==> src/hw/rtl/bbcp_fifo.sv <==
`default_nettype none
// ----------------------------------------------------------------------------
// bbcp_fifo: small register-based queue
// Show-ahead read: the head item is on data_o while empty_o is low.
// ----------------------------------------------------------------------------
module bbcp_fifo #(
  parameter int unsigned Width = 8,
  parameter int unsigned Depth = 4,
  localparam int unsigned PtrW = $clog2(Depth),
  localparam int unsigned CntW = $clog2(Depth + 1)
) (
  input  wire logic             clk_i,
  input  wire logic             rst_ni,
  input  wire logic             push_i,
  input  wire logic [Width-1:0] data_i,
  input  wire logic             pop_i,
  output logic      [Width-1:0] data_o,
  output logic                  empty_o,
  output logic                  full_o,
  output logic      [CntW-1:0]  count_o
);

  logic [Width-1:0] mem_q [Depth];
  logic [PtrW-1:0]  wr_ptr_q, wr_ptr_d;
  logic [PtrW-1:0]  rd_ptr_q, rd_ptr_d;
  logic [CntW-1:0]  count_q, count_d;
  logic             do_push, do_pop;

  assign empty_o = (count_q == '0);
  assign full_o  = (count_q == CntW'(Depth));
  assign count_o = count_q;
  assign data_o  = mem_q[rd_ptr_q];

  assign do_push = push_i && !full_o;
  assign do_pop  = pop_i && !empty_o;

  // Pointer and fill count update
  always_comb begin
    wr_ptr_d = wr_ptr_q;
    rd_ptr_d = rd_ptr_q;
    if (do_push) begin
      wr_ptr_d = (wr_ptr_q == PtrW'(Depth - 1)) ? '0 : wr_ptr_q + 1'b1;
    end
    if (do_pop) begin
      rd_ptr_d = (rd_ptr_q == PtrW'(Depth - 1)) ? '0 : rd_ptr_q + 1'b1;
    end
    unique case ({do_push, do_pop})
      2'b10:   count_d = count_q + 1'b1;
      2'b01:   count_d = count_q - 1'b1;
      2'b11:   count_d = count_q;
      default: count_d = count_q;
    endcase
  end

  always_ff @(posedge clk_i or negedge rst_ni) begin
    if (!rst_ni) begin
      wr_ptr_q <= '0;
      rd_ptr_q <= '0;
      count_q  <= '0;
    end else begin
      wr_ptr_q <= wr_ptr_d;
      rd_ptr_q <= rd_ptr_d;
      count_q  <= count_d;
    end
  end

  // Storage
  always_ff @(posedge clk_i) begin
    if (do_push) begin
      mem_q[wr_ptr_q] <= data_i;
    end
  end

endmodule
`default_nettype wire

==> config.mk <==
export PLATFORM = sky130hd
export DESIGN_NAME = bbcp_fifo
export DESIGN_NICKNAME = d
export VERILOG_FILES = /design/src/hw/rtl/bbcp_fifo.sv
export SDC_FILE = /design/constraint.sdc
export NUM_CORES = 1
export LEC_CHECK = 0
export BUFFER_PORTS_ARGS = -buffer_cell sky130_fd_sc_hd__buf_4
export CAP_MARGIN = 30
export CORE_ASPECT_RATIO = 0.5
export CORE_MARGIN = 8
export CORE_UTILIZATION = 40
export CTS_CLUSTER_DIAMETER = 40
export DETAILED_ROUTE_END_ITERATION = 6
export GPL_TIMING_DRIVEN = 0
export MAX_ROUTING_LAYER = met4
export PLACE_DENSITY = 0.64
export SYNTH_ARGS = -nofsm -noshare
export SYNTH_HDL_FRONTEND = slang
export SYNTH_SLANG_ARGS = --single-unit
==> constraint.sdc <==
create_clock -name clk_i -period 2.8 [get_ports clk_i]
set_clock_uncertainty 0.15 [all_clocks]
set_input_delay 0.14 -clock clk_i [delete_from_list [all_inputs] [get_ports clk_i]]
set_output_delay 0.14 -clock clk_i [all_outputs]
set_load 0.005 [all_outputs]
# Yosys cells after proc, flatten, opt, wreduce, memory -nomap -nowiden
# Memory sizes are Yosys's and may differ from the RTL's.
# Index checks and enable logic that the tools add are counted.
# W data, S select, Z words.
# totals
out_inout_bits	13
ramBits	32
mem_count	1
elab_cells	24
input_bits	12
ff_bits	7
# op_classes
mux	5
addsub	4
n_eq_ne	5
n_reduce_logical	6
# memory_table
name	depth	word_bits	rd	rd_ports_with_merged_regs	write_ports	line	rtl
mem_q	4	8	1	0	1	23	logic [Width-1:0] mem_q [Depth];
# op_table
operator	count
$eq A2 B2 Y1 const B	3
$pmux W3 S2	1
$add A2 B1 Y2 const B	2
$mux W2	2
$add A3 B1 Y3 const B	1
$eq A3 B3 Y1 const B	1
$logic_not A3 Y1	1
$sub A3 B1 Y3 const B	1
$eq A2 B1 Y1 const B	1
$logic_and A1 B1 Y1	2
$logic_not A1 Y1	2
$mux W1	2
$reduce_bool A2 Y1	1

# Logic depth before layout (Yosys ltp)
# logic_depth
word_depth	5
mapped_depth	9
mapped_depth_nobuf	9

# Worst setup path before layout
# OpenSTA, ideal clock, no wires.
# synth_path
path_kind	reg-to-reg
startpoint	register count_q[0], in the netlist count_o[0]
endpoint	register count_q[2], in the netlist count_o[2]
setup_ns	0.079
stages_incl_launch_ff	10
synth_period_minus_slack_ns	2.247
t_arrival_ns	2.017
path_slack_ns	0.553
required_ns	2.571
path_buffers	0
cell_sequence	dfrtp_1 or3b_4 and2_4 inv_1 ha_1 inv_1 fa_1 xor2_1 nor2_1 xor2_1
# synth_between
elab_chain_len	5
word_cells_on_any_way	12
classes_between	2 x add/sub; 3 x eq/ne; 1 x mux; 6 x reduce/logical
# synth_lines
element	line	rtl
start: declaration	26	logic [CntW-1:0] count_q, count_d;
start signal: assignment	63	count_q <= count_d;
$eq A3 B3 Y1 or $logic_not A3 Y1 (tied branches)	30, 29	
$logic_not A1 Y1 (on tied branches)	34, 35	
$logic_and A1 B1 Y1 (on tied branches)	34, 35	
$eq A2 B1 Y1 or $eq A2 B2 Y1 (tied branches)	47	unique case ({do_push, do_pop})
$pmux W3 S2 or $reduce_bool A2 Y1 (tied branches)	n/a	
# Several ways; a longest one is shown, not always the timed one.
# A chain may end at the register's enable or synchronous reset.

# Worst setup path after layout
# Same ends and word-level chain as after synthesis.

==> impl_metrics.yaml <==
floorplan:
  die_h_um: 60.9
  fp-row-count: 16
  initial_core_util_pct: 41.5
  ios: 25
  die_w_um: 106
  dieArea_um2: 6440
  core_area_um2: 3880
logic_synthesis:
  synth_edf_count: 32
  synthesis.instances: 83
  synth_warnings: 0
  yosysSeqAreaShare_pct: 70.5
  synth_top_cell_area_share_pct: 59.6
  syn_area_per_cell_um2: 19.4
  ys_seq_elements: 39
  async_reset_ff_share_pct: 17.9
  synth_area_um2: 1610
  synthFlopType: "edfxtp_1"
  yosysTopAreaCell: "edfxtp_1"
  synth.cells.most_frequent: "edfxtp_1 (32), inv_1 (8), mux4_2 (8)"
  synth_area_leaders: "edfxtp_1 (60%), mux4_2 (11%), dfrtp_1 (11%)"
  synth.distinct_cells: 19
  synth_nets: 102
  synth.most_common_cell: "edfxtp_1"
sta:
  worstMarginPinSlew_ns: 0.557
  max_freq_mhz: 424
  hold_violations: 0
  drv_slew: 0
  rsz0062_at_grt: "no"
  layout_setup_ws_ns: 0.441
  slew_headroom_pct: 62.8
  fin_setup_tns_ns: 0
  min_period_ns: 2.36
  min_period_over_period_pct: 84.2
  finalSetupViolations: 0
route:
  drt-total-wl_um: 2760
  ant_nets: 0
  viasPerCell: 4.66
  first_pass_iters: 4
  vias: 829
  routedWlPerCell_um: 15.5
  drc: 0
  drtIter0Drc: 22
clocking:
  clk_pin_slew_worst_paths_ns: 0.08
  cts_resized: 0
  cts.sinks: 39
  clock_latency_ns: 0.29
  cts_tree: "built"
  cts_buffers: 5
  clock_path_buffers: 2
  cts_max_level: 2
  cts-root-buf: "clkbuf_8"
final_layout:
  multi_input_area_um2: 437
  nFillCells: 337
  ff_latch_area_um2: 1140
  syn_to_final_growth_pct: 26.5
  drive_gt1_share_pct: 41.1
  num_antenna_cells: 0
  layout.nets: 142
place:
  place_ws_ns: 0.436
  post-dp-hpwl_um: 1880
  gp_congestion: 0.701
  io_buffers: 24
grt:
  grt_max_degree: 14
  grt_pass1_vias: 896
  antenna_found_initial: 0
  grt_overflow_total: 0
  grt_pass1_wl_um: 4530
  grt_usage_pct: 9.79
status:
  status: "completed"
worst_setup_path:
  crit_fanout: 6
  reg2reg_from: "count_o[0]$_DFFE_PN0P_"
  critPathKind: "reg -> reg"
  r2r_end: "count_o[2]$_DFFE_PN0P_"
  reg2reg_depth: 9
  start_kind: "flip-flop"
  worstPathRequired_ns: 2.87
  end_kind: "flip-flop"
  arrival_ns: 2.43
  r2r_slack_ns: 0.44
power:
  p_per_area_nw_per_um2: 966
  ir_worst_vdd_mv: 0.381
  p_leak_uw: 0.000803
min_path:
  min_path_type: "in -> async"
flow_run:
  max-cap-violations: 0
[cells in the final DEF (no fill, tap or decap), drive strengths merged, types with 3 or more instances in the layout]
cell type    synthesis  routed
dfrtp                7       7
inv                  8       8
nor2                 3       3
and3                 4       4
dlygate4sd3          0       9
mux4                 8       8
ha                   6       6
clkbuf               0       5
buf                  2      26
mux2                 4       4
edfxtp              32      32
[critical path, stage by stage (launching register included)]
cell     delay [ns]
dfrtp_1        0.43
or3b_4         0.45
and2_4         0.19
inv_1          0.05
ha_1           0.17
inv_1          0.06
fa_1           0.38
xor2_1         0.15
nor2_1         0.11
xor2_1         0.14
[timing repair]
item | in CTS | in global routing
setup endpoints to repair | 0 | 0
buffers inserted | 0 | 0
endpoints found under the hold margin | 39 | 0
hold buffers | 9 | 0
[worst max path at each step]
stage | startpoint | to | cells after the start
finish | count_o[0]$_DFFE_PN0P_ | count_o[2]$_DFFE_PN0P_ | 9
floorplan | count_o[0]$_DFFE_PN0P_ | count_o[2]$_DFFE_PN0P_ | 9
global route | count_o[0]$_DFFE_PN0P_ | count_o[2]$_DFFE_PN0P_ | 9
global placement | count_o[0]$_DFFE_PN0P_ | count_o[2]$_DFFE_PN0P_ | 9
detailed placement | count_o[0]$_DFFE_PN0P_ | count_o[2]$_DFFE_PN0P_ | 9
CTS | count_o[0]$_DFFE_PN0P_ | count_o[2]$_DFFE_PN0P_ | 9
[report_power, final]
group          switching [uW]  internal, uW
Clock                     200           173
Sequential               75.0           786
Combinational             316           419
[layout make-up]
cell class,count,share of cell area (%)
Buffer,2,0.430
Clock buffer,5,3.38
Clock inverter,3,0.982
Inverter,8,1.47
Multi-Input combinational cell,34,21.4
Sequential cell,39,55.7
Tap cell,54,3.31
Timing Repair Buffer,33,13.3
[through the flow]
step	util, %	total power (uW)	hold WS, ns	area, um^2	std cells
CTS	52.5	2010	0.0317	2040	178
finish	52.5	1970	0.0408	2040	178
global route	52.5	2110	0.0506	2040	178
detailed placement	47.9	1610	-0.190	1860	161
floorplan	-	1320	-0.306	1610	83
global placement	47.9	1600	-0.191	1860	161
[state kept, by name (all words and copies together) (netlist names)]
| signal | count |
|---|---|
| mem_q | 32 |
| count_o | 3 |
| rd_ptr_q | 2 |
| wr_ptr_q | 2 |
[routing by layer]
metal	GRT usage (%)	up-vias	routed length (um)
li1	-	388	-
met1	11.2	415	1220
met2	15.0	24	1410
met3	2.54	2	105
met4	7.13	0	27
met5	-	-	0
[cell families after synthesis]
logic type,share of synthesized area (%)
DFF,70.5
muxes,15.1
and+or+nand+nor,4.50
buffers and inverters,2.41
adders and majority gates,5.90
xor gates and xnor gates,1.63
Note: power is estimated with default switching activity, not from simulation.
