===== config.mk =====
export PLATFORM = sky130hd
export DESIGN_NAME = bbcp_front
export DESIGN_NICKNAME = d
export VERILOG_FILES = /design/src/hw/rtl/bbcp_pkg.sv /design/src/hw/rtl/bbcp_front.sv
export SDC_FILE = /design/constraint.sdc
export NUM_CORES = 1
export LEC_CHECK = 0
export BUFFER_PORTS_ARGS = -buffer_cell sky130_fd_sc_hd__buf_2
export CAP_MARGIN = 20
export CORE_MARGIN = 10
export CORE_UTILIZATION = 50
export CTS_BUF_LIST = sky130_fd_sc_hd__clkbuf_2 sky130_fd_sc_hd__clkbuf_4 sky130_fd_sc_hd__clkbuf_8
export CTS_CLUSTER_SIZE = 10
export DETAILED_ROUTE_END_ITERATION = 8
export PLACE_DENSITY = 0.79
export SYNTH_ARGS = -nofsm -noshare
export SYNTH_HDL_FRONTEND = slang
export SYNTH_SLANG_ARGS = --single-unit

===== constraint.sdc =====
create_clock -name clk_i -period 7.5 [get_ports clk_i]
set_input_delay 0.75 -clock clk_i [delete_from_list [all_inputs] [get_ports clk_i]]
set_output_delay 0.75 -clock clk_i [all_outputs]
set_load 0.02 [all_outputs]

===== src/hw/rtl/bbcp_pkg.sv =====
`default_nettype none
// ----------------------------------------------------------------------------
// bbcp_pkg: shared types and constants of the Bayer block color pipeline
// Item layouts, register map, reset values and fixed field widths.
// ----------------------------------------------------------------------------
package bbcp_pkg;

  // Fixed field widths
  localparam int unsigned SampleW  = 8;
  localparam int unsigned GainW    = 10;
  localparam int unsigned CoefW    = 16;
  localparam int unsigned RowW     = 3 * CoefW;
  localparam int unsigned CfgIdxW  = 3;
  localparam int unsigned CfgDataW = RowW;
  localparam int unsigned GammaDepth = 256;

  // Register reset values
  localparam logic [SampleW-1:0] BlackLevelRst = 8'd16;
  localparam logic [GainW-1:0]   GainRedRst    = 10'd535;
  localparam logic [GainW-1:0]   GainGreenRst  = 10'd256;
  localparam logic [GainW-1:0]   GainBlueRst   = 10'd455;
  // Coefficients from the low slice upward: red, green, blue
  localparam logic [RowW-1:0] RowRedRst   = {16'hFF4A, 16'hFE98, 16'h061E}; // 1566 -360 -182
  localparam logic [RowW-1:0] RowGreenRst = {16'hFE73, 16'h06AF, 16'hFEDE}; // -290 1711 -397
  localparam logic [RowW-1:0] RowBlueRst  = {16'h0638, 16'hFDB6, 16'h0011}; // 17 -586 1592

  typedef enum logic [0:0] {
    OP_PIXEL       = 1'b0,
    OP_TABLE_WRITE = 1'b1
  } op_e;

  typedef enum logic [CfgIdxW-1:0] {
    CFG_BLACK_LEVEL      = 3'd0,
    CFG_GAIN_RED         = 3'd1,
    CFG_GAIN_GREEN       = 3'd2,
    CFG_GAIN_BLUE        = 3'd3,
    CFG_MATRIX_ROW_RED   = 3'd4,
    CFG_MATRIX_ROW_GREEN = 3'd5,
    CFG_MATRIX_ROW_BLUE  = 3'd6
  } cfg_idx_e;

  typedef struct packed {
    logic [SampleW-1:0] black_level;
    logic [GainW-1:0]   gain_red;
    logic [GainW-1:0]   gain_green;
    logic [GainW-1:0]   gain_blue;
    logic [RowW-1:0]    matrix_row_red;
    logic [RowW-1:0]    matrix_row_green;
    logic [RowW-1:0]    matrix_row_blue;
  } cfg_t;

  typedef struct packed {
    op_e                opcode;
    logic [SampleW-1:0] blue_sample;
    logic [SampleW-1:0] green_top;
    logic [SampleW-1:0] green_bottom;
    logic [SampleW-1:0] red_sample;
    logic [SampleW-1:0] table_index;
    logic [SampleW-1:0] table_value;
  } in_item_t;

  typedef struct packed {
    logic [SampleW-1:0] red_out;
    logic [SampleW-1:0] green_out;
    logic [SampleW-1:0] blue_out;
  } out_item_t;

  // Classified item between front and back: balanced channels or a table write
  typedef struct packed {
    op_e                opcode;
    logic [SampleW-1:0] red;
    logic [SampleW-1:0] green;
    logic [SampleW-1:0] blue;
    logic [SampleW-1:0] tbl_index;
    logic [SampleW-1:0] tbl_value;
  } mid_item_t;

endpackage
`default_nettype wire


===== src/hw/rtl/bbcp_front.sv =====
`default_nettype none
// ----------------------------------------------------------------------------
// bbcp_front: input stage of the color pipeline
// Accepts items, applies black level and white balance to pixel blocks and
// forwards table writes untouched into the middle queue.
// ----------------------------------------------------------------------------
module bbcp_front
  import bbcp_pkg::*;
#(
  parameter int unsigned MidDepth = 4,
  localparam int unsigned MidCntW = $clog2(MidDepth + 1)
) (
  input  wire logic               clk_i,
  input  wire logic               rst_ni,
  input  wire cfg_t               cfg_i,
  input  wire logic               push,
  output logic                    full,
  input  wire in_item_t           in_item_i,
  input  wire logic [MidCntW-1:0] mid_cnt_i,
  output logic                    mid_push_o,
  output mid_item_t               mid_item_o
);

  logic          valid_q;
  mid_item_t     item_q, item_d;
  logic          accept;
  logic [MidCntW:0] level;
  logic [SampleW:0] green_sum;

  // Pedestal removal, Q8 gain, saturate at 255
  function automatic logic [SampleW-1:0] level_gain(
    input logic [SampleW-1:0] s,
    input logic [SampleW-1:0] bl,
    input logic [GainW-1:0]   gain
  );
    logic [SampleW-1:0]       v;
    logic [SampleW+GainW-1:0] prod;
    v    = (s > bl) ? s - bl : '0;
    prod = (SampleW+GainW)'(v) * (SampleW+GainW)'(gain);
    if (|prod[SampleW+GainW-1:2*SampleW]) begin
      return '1;
    end
    return prod[2*SampleW-1:SampleW];
  endfunction

  // Space check counts the item held in this stage
  assign level  = {1'b0, mid_cnt_i} + {{MidCntW{1'b0}}, valid_q};
  assign full   = (level >= (MidCntW+1)'(MidDepth));
  assign accept = push && !full;

  // Classify and balance
  always_comb begin
    green_sum        = {1'b0, in_item_i.green_top} + {1'b0, in_item_i.green_bottom};
    item_d.opcode    = in_item_i.opcode;
    item_d.red       = level_gain(in_item_i.red_sample, cfg_i.black_level, cfg_i.gain_red);
    item_d.green     = level_gain(green_sum[SampleW:1], cfg_i.black_level, cfg_i.gain_green);
    item_d.blue      = level_gain(in_item_i.blue_sample, cfg_i.black_level, cfg_i.gain_blue);
    item_d.tbl_index = in_item_i.table_index;
    item_d.tbl_value = in_item_i.table_value;
  end

  always_ff @(posedge clk_i or negedge rst_ni) begin
    if (!rst_ni) begin
      valid_q <= 1'b0;
    end else begin
      valid_q <= accept;
    end
  end

  always_ff @(posedge clk_i) begin
    if (accept) begin
      item_q <= item_d;
    end
  end

  assign mid_push_o = valid_q;
  assign mid_item_o = item_q;

endmodule
`default_nettype wire


# ---- Yosys cells after proc, flatten, opt, wreduce, memory -nomap -nowiden
# Cells that the tools add are included.
dict set report op_classes {
  n_mux 12
  reduce_logical 5
  mul 3
  order_cmp 4
  n_addsub 5
}
# operator count
set op_table {}
lappend op_table {{8-bit 2-to-1 mux} 9}
lappend op_table {{8-bit by 10-bit multiplier with 18-bit output} 3}
lappend op_table {{8-bit greater-than comparator} 3}
lappend op_table {{8-bit subtractor} 3}
lappend op_table {{8-bit by 8-bit adder with 9-bit output} 1}
lappend op_table {{2-bit OR reduction} 3}
lappend op_table {{3-bit by 1-bit adder with 4-bit output} 1}
lappend op_table {{4-bit by 3-bit >= comparator with 1-bit output (second input constant)} 1}
lappend op_table {{1-bit 2-to-1 mux} 3}
lappend op_table {{1-bit logical AND} 1}
lappend op_table {{1-bit logical NOT} 1}
dict set report word_totals {
  in_bits 237
  output_inout_bits 43
  reg_bits 42
  elab_cells 36
}

# ---- Longest topological paths before layout
# Gate-level depths: netlist of the first run.
dict set report depth {
  ltp_word 7
  mapped_depth 35
  depth_no_buf 34
}

# ---- Least setup slack after synthesis of the first run
# Ideal clock, no wire load.
dict set report synth_path {
  path_type {input to register}
  start {input port in_item_i[24] (netlist name)}
  end {register item_q, in the netlist mid_item_o[24], data pin}
  path_buffers 1
  slack_ns -0.469
  setup_ns 0.262
  t_arrival_ns 7.707
  required_time_ns 7.238
  path_stages 32
  cell_sequence {and2_1 fa_1 a21oi_1 nor2_1 nor2_1 o21bai_1 a21oi_1 nor2b_1 o21ai_0 nand2b_1 ha_1 nand4_1 a211oi_1 nor2_1 or2_0 clkbuf_1 nor3_1 and2_1 fa_1 fa_1 fa_1 inv_1 fa_1 inv_1 ha_1 a21o_1 a21o_1 a21oi_1 o21ai_0 a2111oi_0 mux2i_1 o21bai_1}
}
dict set report synth_via {
  elab_chain_cells 7
  word_cells_on_any_way 8
  classes_between {add/sub: 2; mul: 1; order compare: 1; mux: 3; reduce/logical: 1}
}
# element line_no
set synth_lines {}
lappend synth_lines {{start, declared} bbcp_front.sv:18} ;# input wire in_item_t in_item_i,
lappend synth_lines {{8-bit by 8-bit adder with 9-bit output *} bbcp_front.sv:53} ;# green_sum = {1'b0, in_item_i.green_top} + {1'b0, in_item_i.green_bottom};
lappend synth_lines {{8-bit subtractor or 8-bit greater-than comparator (tied branches)} bbcp_front.sv:38} ;# v = (s > bl) ? s - bl : '0;
lappend synth_lines {{8-bit 2-to-1 mux *} bbcp_front.sv:38}
lappend synth_lines {{8-bit by 10-bit multiplier with 18-bit output *} bbcp_front.sv:39} ;# prod = (SampleW+GainW)'(v) * (SampleW+GainW)'(gain);
lappend synth_lines {{2-bit OR reduction} bbcp_front.sv:40} ;# if (|prod[SampleW+GainW-1:2*SampleW]) begin
lappend synth_lines {{1-bit 2-to-1 mux} bbcp_front.sv:40}
lappend synth_lines {{8-bit 2-to-1 mux *} bbcp_front.sv:43} ;# return prod[2*SampleW-1:SampleW];
lappend synth_lines {{end signal, assigned} bbcp_front.sv:72} ;# item_q <= item_d;
lappend synth_lines {{end, declared} bbcp_front.sv:25} ;# mid_item_t item_q, item_d;
# Mark *: on every way between the ends. The rest lies on a longest branch, timed or not.
# A chain may end at the register's enable or synchronous reset.

# ---- Worst setup path in the final report of the first run
dict set report layout_path {
  start {input port in_item_i[24] (netlist name)}
  end {register item_q, in the netlist mid_item_o[25], data pin}
}
# The elaborated chain is that of the path after synthesis.

==> reports/qor.yml, run 1 <==
status: "complete, but fails checks"
power.density_cell_area_nw_per_um2: 270
synth-compound-area-share_pct: 10.4
detailedRoute.firstPassIterationCount: 7
yosys.cell_types.count: 58
hold_buffer_count_at_cts: 0
core_region_area_um2: 20200
postSynthRegisterBits: 42
rsz0062_at_grt: "yes"
post_drt_wl_per_cell_um: 16.3
timing.final.hold_violations: 0
path_common_cell: "fa_1"
n_fill_cell: 1665
simple_gate_share_of_the_synthesized_area_pct: 21.5
drtIter0Drc: 465
synthToLayoutAreaGrowth_pct: 22.5
grtUsageTotal_pct: 19.8
class_of_the_most_critical_setup_path: "input port to register"
power.leakage_uw: 0.00649
die_x_um: 163
failed_checks: "setup timing"
syn-num-nets: 1654
antenna_violations_before_repair: 0
main_combinational_cell_family_by_area_after_synthesis: "adder cells"
routed-via-count: 8943
clock-skew-final_ps: 14.1
placedCellCount: 1626
synthArstFlopShare_pct: 2.38
root_buffer_cell: "clkbuf_8"
top_level_ports: 280
die_area_um2: 26700
dp.final_hpwl_mm: 22.2
fp-row-count: 52
vias_per_cell: 5.40
yosys.area_share.adder_pct: 44.8
post-place-ws_ps: -720
grt_pass1_vias: 9181
clk_pin_slew_ps: 110
final-seq-area_um2: 1260
fin_nets: 1903
power_uw: 3400
worst_r2r_src: "mid_push_o$_DFF_PN0_"
rr_worst_depth: 3
critical-path-max-stage-delay_ps: 560
diodes: 0
gp_routability_congestion: 0.915
worst_skew_pair.late_latency_ps: 320
achievable-frequency_ghz: 0.132
synth_area_leaders: "fa_1 (28%), ha_1 (17%), edfxtp_1 (12%)"
timing_max_transition_violations_final: 0
postLayoutSetupSlackWorst_ps: -81.0
ir_worst_vdd_mv: 0.225
worst_slew_margin_rel_pct: 50.2
required_ps: 7600
h-tree-depth: 2
post_synth_instance_area_um2: 10300
whs_ps: 184
route.final.wire_length_mm: 27.0
grt_first_pass_wirelength_mm: 44.0
wl_met3_mm: 1.65
fraction_of_layout_instances_using_a_drive_strength_above_1_pct: 23.6
clock_path_buffers: 2
cp.arrival_ps: 7680
worst_r2r_endpoint: "mid_item_o[17]$_SDFFCE_PP1P_"
worstSetupEndpointType: "register"
die_h_um: 163
yosys_warnings: 0
r2r_setup_slack_ps: 5780
worst-slew-pin-transition_ps: 744
cts_tree: "built"
synth_mux_area_share_pct: 0.292
multi_input_comb_area_um2: 8530
final.min_clock_period_ps: 7580
finalCritPeriodShare_pct: 101
critical_path.startpoint_type: "input port"
max_cap_check_violation_count: 0
drc: 0
tritoncts.num_buffers: 5
overflow: 0
synth.largest_area_cell: "fa_1"
worstHoldPathType: "input port to asynchronous set/reset pin"
yosysTopAreaCellShare_pct: 28.3
setup-violations-final: 8
grt_start_max_net_pins: 43
placement.io_buffers: 135
initial_core_utilization_pct: 50.8
routed-wl-met2_mm: 13.0
number_of_clock_sinks: 42
place_area_um2: 12100
layout.cells.non_filler: 1656
synth_sequential_area_ratio_pct: 12.2
synth-xor-area-share_pct: 3.24
wl_met1_mm: 11.8
postRouteAntennaNets: 0
critPathSlowestCell: "fa_1"
postSynthCellCount: 1136
synthesized_area_per_cell_um2: 9.04
final_cell_area_um2: 12600
worst-path-max-fanout: 8
top_signal_layer_used: "met4"
postSynth.topFlopCell: "edfxtp_1"
synth_edf_count: 41
-- flip-flops by register name, indices dropped and copies added (netlist names) --
signal and cells:
mid_item_o 41, mid_push_o 1
-- worst max-delay path: cells and delay by family --
| family | cells | cell delay (ps) |
|---|---|---|
| buffers and inverters | 6 | 660 |
| AOI/OAI and AO/OA | 10 | 1630 |
| adders and majority gates | 7 | 2930 |
| muxes | 1 | 130 |
| and+or+nand+nor | 11 | 1540 |
-- layout make-up --
type                    count  share of cell area (%)
multi-input cells         888                    67.8
repair buffers            256                    13.1
flip-flops and latches     42                    9.98
inverters                 192                    5.73
well taps                 270                    2.68
clock buffers               5                   0.547
clock inverters             3                   0.199
-- routing by layer --
metal	up-vias	track usage [%]
li1	4279	-
met1	4322	26.6
met2	302	33.0
met3	40	2.82
met4	0	4.47
met5	-	0
-- how the worst max path moves through the flow --
stage             startpoint                           end  slack (ps)  cells after the start
6_report       in_item_i[24]  mid_item_o[25]$_SDFFCE_PP1P_         -80                     35
5_1_grt        in_item_i[24]  mid_item_o[25]$_SDFFCE_PP1P_        -350                     35
4_1_cts        in_item_i[24]  mid_item_o[25]$_SDFFCE_PP1P_          20                     36
3_5_place_dp   in_item_i[24]  mid_item_o[25]$_SDFFCE_PP1P_        -720                     34
3_3_place_gp   in_item_i[24]  mid_item_o[25]$_SDFFCE_PP1P_        -550                     33
2_1_floorplan  in_item_i[24]  mid_item_o[24]$_SDFFCE_PP1P_          10                     32
-- logic make-up after synthesis --
logic type | Yosys count
AND/OR/NAND/NOR | 409
adder cells (fa/ha/maj) | 281
buffers and inverters | 206
AO/OA/AOI/OAI | 157
flip-flops | 42
XOR/XNOR | 38
multiplexers | 3
-- placed cells by master, fill, tap and decap left out, types with 5 or more instances in the layout --
master / n
inv_1: 187
fa_1: 142
buf_2: 134
ha_1: 131
buf_4: 112
nand2_1: 97
and2_1: 90
and3_1: 45
edfxtp_1: 41
nor2_1: 40
a21oi_1: 39
nand4_1: 29
a21o_1: 26
xnor2_1: 24
nand2b_1: 22
nor3_1: 16
o21ai_0: 15
xor2_1: 14
nand3_1: 11
o21ai_1: 10
o21bai_1: 10
nor2b_1: 9
o21a_1: 9
and2_4: 9
or3_1: 8
buf_6: 8
and4_1: 7
a21oi_2: 6
nor2_4: 5
inv_2: 5
a211oi_1: 5
ha_4: 5
clkbuf_8: 5
-- stage by stage --
step	util [%]	TNS [ps]
after floorplan	-	0
after global placement	59.7	-4330
after detailed placement	59.7	-5470
final	62.2	-503
after CTS	61.0	0
after global routing	62.2	-2650
-- timing repair --
action                                  4_1_cts  5_1_grt
cloned                                        0        0
gates resized for setup                      21       41
buffers inserted                             14        8
endpoints found under the setup margin        8        8
pin swaps                                    18       47
-- Yosys cell counts (all sizes together), types with 14 or more instances --
| cell type | count |
|---|---|
| a21oi | 45 |
| ha | 136 |
| xnor2 | 24 |
| a21o | 26 |
| and3 | 45 |
| xor2 | 14 |
| nand4 | 29 |
| clkbuf | 14 |
| fa | 145 |
| edfxtp | 41 |
| o21ai | 29 |
| and2 | 99 |
| nand2 | 98 |
| nor3 | 20 |
| nor2 | 47 |
| nand2b | 22 |
| inv | 192 |
-- where the power goes --
group / internal [uW] / switching [uW] / leakage (uW)
sequential: 369 / 10.3 / 0.000398
combinational: 1340 / 1520 / 0.00605
clock: 67.4 / 96.9 / 0.0000447
Power figures use the tool's default switching activity.
==> run 2, diff against run 1 <==
--- a/config.mk
+++ b/config.mk
@@ -5,6 +5,7 @@
 export SDC_FILE = /design/constraint.sdc
 export NUM_CORES = 1
 export LEC_CHECK = 0
+export ABC_AREA = 1
 export BUFFER_PORTS_ARGS = -buffer_cell sky130_fd_sc_hd__buf_2
 export CAP_MARGIN = 20
 export CORE_MARGIN = 10
==> reports/qor.yml, run 2 <==
core_region_area_um2: 20300  # was 20,200 um2
class_of_the_most_critical_setup_path: "input port to register"  # unchanged
clock_path_buffers: 2  # unchanged
power.share.switching_pct: 52.4  # was 47.8%
drc: 0  # unchanged
p_comb_share_pct: 82.3  # was 84.0%
fp-row-count: 52  # unchanged
path_common_cell: "nand2_1"  # was fa_1
fraction_of_layout_instances_using_a_drive_strength_above_1_pct: 15.8  # was 23.6%
worst_slew_margin_rel_pct: 47.8  # was 50.2%
postRouteAntennaNets: 0  # unchanged
path_buf_inv: 9  # was 6
power_frac_clock_pct: 5.8  # was 4.8%
placedCellCount: 1794  # was 1,626
gp_routability_congestion: 0.917  # was 0.915
critical-path-max-stage-delay_ps: 510  # was 560 ps
power.leakage_uw: 0.00665  # was 0.00649 uW
postSynthRegisterBits: 42  # unchanged
achievable-frequency_ghz: 0.141  # was 0.132 GHz
detailedRoute.firstPassIterationCount: 5  # was 7
final_core_util_pct: 58.4  # was 62.2%
placement.io_buffers: 135  # unchanged
grtUsageTotal_pct: 19.5  # was 19.8%
mostFrequentLayoutCell: "inv_1"  # unchanged
setup_total_negative_slack_ps: 0  # was -503 ps
p_sw_uw: 1680  # was 1620 uW
status: "finished, final reports clean"  # was complete, but fails checks
h-tree-depth: 2  # unchanged
drtIter0Drc: 498  # was 465
number_of_clock_sinks: 42  # unchanged
grt_pass1_vias: 9551  # was 9,181
postSynth.topFlopCell: "edfxtp_1"  # unchanged
yosysTopAreaCellShare_pct: 28.0  # was 28.3%
rr_worst_depth: 3  # unchanged
synthToLayoutAreaGrowth_pct: 14.3  # was 22.5%
seqPwrFrac_pct: 11.9  # was 11.2%
synth_most_common_cell: "inv_1"  # unchanged
post_synth_instance_area_um2: 10400  # was 10,300 um2
critPathSlowestCell: "fa_1"  # unchanged
largest_reg_flops: 41  # unchanged
power_uw: 3210  # was 3400 uW
post_drt_wl_per_cell_um: 14.3  # was 16.3 um
whs_ps: 198  # was 184 ps
antenna_violations_before_repair: 1  # was 0
postSynthCellCount: 1353  # was 1,136
synth_area_leaders: "fa_1 (28%), ha_1 (16%), edfxtp_1 (12%)"  # was fa_1 (28%), ha_1 (17%), edfxtp_1 (12%)
worstSetupEndpointType: "register"  # unchanged
worstHoldPathType: "input port to asynchronous set/reset pin"  # unchanged
cp.arrival_ps: 7160  # was 7680 ps
root_buffer_cell: "clkbuf_8"  # unchanged
synth_sequential_area_ratio_pct: 12.1  # was 12.2%
die_area_um2: 26900  # was 26,700 um2
synthArstFlopShare_pct: 2.38  # unchanged
vias_per_cell: 5.10  # was 5.40
overflow: 0  # unchanged
finalCritPeriodShare_pct: 94.6  # was 101%
top_level_ports: 280  # unchanged
synth_edf_count: 41  # unchanged
cts_tree: "built"  # unchanged
timing_max_transition_violations_final: 0  # unchanged
synthesized_area_per_cell_um2: 7.66  # was 9.04 um2
grt_start_max_net_pins: 43  # unchanged
die_x_um: 164  # was 163 um
power.density_cell_area_nw_per_um2: 271  # was 270 nW/um2
mostFrequentLayoutCells: "inv_1 (317), nand2_1 (265), nor2_1 (185)"  # was inv_1 (187), fa_1 (142), buf_2 (134)
worst-path-max-fanout: 8  # unchanged
final.min_clock_period_ps: 7100  # was 7580 ps
clk_pin_slew_ps: 80  # was 110 ps
tritoncts.num_buffers: 5  # unchanged
route.final.wire_length_mm: 25.8  # was 27.0 mm
required_ps: 7560  # was 7600 ps
critical_path.startpoint_type: "input port"  # unchanged
layout.cells.non_filler: 1804  # was 1,656
worst_skew_pair.late_latency_ps: 300  # was 320 ps
synth.top_cells.by_count: "inv_1 (318), nand2_1 (265), nor2_1 (186)"  # was inv_1 (192), fa_1 (145), ha_1 (136)
dp.final_hpwl_mm: 22.7  # was 22.2 mm
n_fill_cell: 1900  # was 1,665
syn-num-nets: 1871  # was 1,654
worst-slew-pin-transition_ps: 763  # was 744 ps
yosys_warnings: 0  # unchanged
timing.final.hold_violations: 0  # unchanged
fin_nets: 2051  # was 1,903
diodes: 0  # unchanged
ir_worst_vdd_mv: 0.140  # was 0.225 mV
clock-skew-final_ps: 8.73  # was 14.1 ps
synth.largest_area_cell: "fa_1"  # unchanged
setup-violations-final: 0  # was 8
cellInternalPower_uw: 1530  # was 1780 uW
initial_core_utilization_pct: 51.1  # was 50.8%
routed-via-count: 9193  # was 8,943
cp.depth: 40  # was 35
max_cap_check_violation_count: 0  # unchanged
die_h_um: 164  # was 163 um
timing.critical_path.max_delay_family: "adder cells"  # unchanged
yosys.cell_types.count: 36  # was 58
grt_first_pass_wirelength_mm: 43.5  # was 44.0 mm
[run 2: changes by cell type in the layout (fill, tap and decap cells not counted), sizes merged, moves of 22 or more]
cell / delta
nand2b: -22
nand3: +49
nand2: +188
and3: -45
a21o: -24
and2: -99
nor2: +148
inv: +129
buf: -83
[run 2: power by group through the flow]
stage	logic, uW	registers [uW]	clock network, uW
final	2640	382	186
after global routing	3030	387	201
after CTS	2620	383	189
after detailed placement	2600	388	0
after global placement	2540	387	0
after floorplan	1780	461	0
[run 2: path summary, 6_finish.rpt]
path	slack, ps	to	startpoint
worst max-delay path	400	mid_item_o[31]$_SDFFCE_PP1P_	in_item_i[32]
worst min-delay path	200	mid_push_o$_DFF_PN0_	rst_ni
worst max register to register	6000	mid_item_o[1]$_DFFE_PP_	mid_push_o$_DFF_PN0_
worst min register to register	670	mid_push_o$_DFF_PN0_	mid_push_o$_DFF_PN0_
max in group asynchronous	7220	mid_push_o$_DFF_PN0_	rst_ni
min in group clk_i	610	mid_item_o[7]$_DFFE_PP_	in_item_i[7]
[run 2: repair_timing]
action	CTS	global route
resized for setup	0	17
hold buffers	0	0
buffers inserted	0	1
endpoints found under the setup margin	0	8
[run 2: final cells by class]
type | count | area [um2] | area share [%]
flip-flops and latches | 42 | 1260 | 10.6
well taps | 270 | 338 | 2.85
inverters | 324 | 1220 | 10.3
repair buffers | 173 | 973 | 8.21
clock buffers | 7 | 83.8 | 0.707
clock inverters | 1 | 30.0 | 0.253
multi-input cells | 987 | 7960 | 67.1
[run 2: per-layer routing]
| metal | global-route usage (%) | part of all wire [%] | vias up |
|---|---|---|---|
| li1 | - | - | 4520 |
| met1 | 24.3 | 42 | 4345 |
| met2 | 34.7 | 49 | 293 |
| met3 | 3.58 | 6.9 | 35 |
| met4 | 3.74 | 1.6 | 0 |
| met5 | 0 | 0 | - |
[run 2: per-stage QoR]
| step | worst slack [ps] | cell area (um2) |
|---|---|---|
| after CTS | 154 | 11800 |
| after detailed placement | -147 | 11700 |
| after global routing | -61.0 | 11900 |
| after floorplan | 345 | 10400 |
| after global placement | -24.9 | 11700 |
| final | 403 | 11900 |
[run 2: logic make-up after synthesis]
| family | after synthesis | synth area share [%] |
|---|---|---|
| buffers and inverters | 324 | 11.7 |
| AO/OA/AOI/OAI | 101 | 5.42 |
| adder cells (fa/ha/maj) | 281 | 44.4 |
| AND/OR/NAND/NOR | 577 | 24.0 |
| flip-flops | 42 | 12.1 |
| XOR/XNOR | 28 | 2.37 |
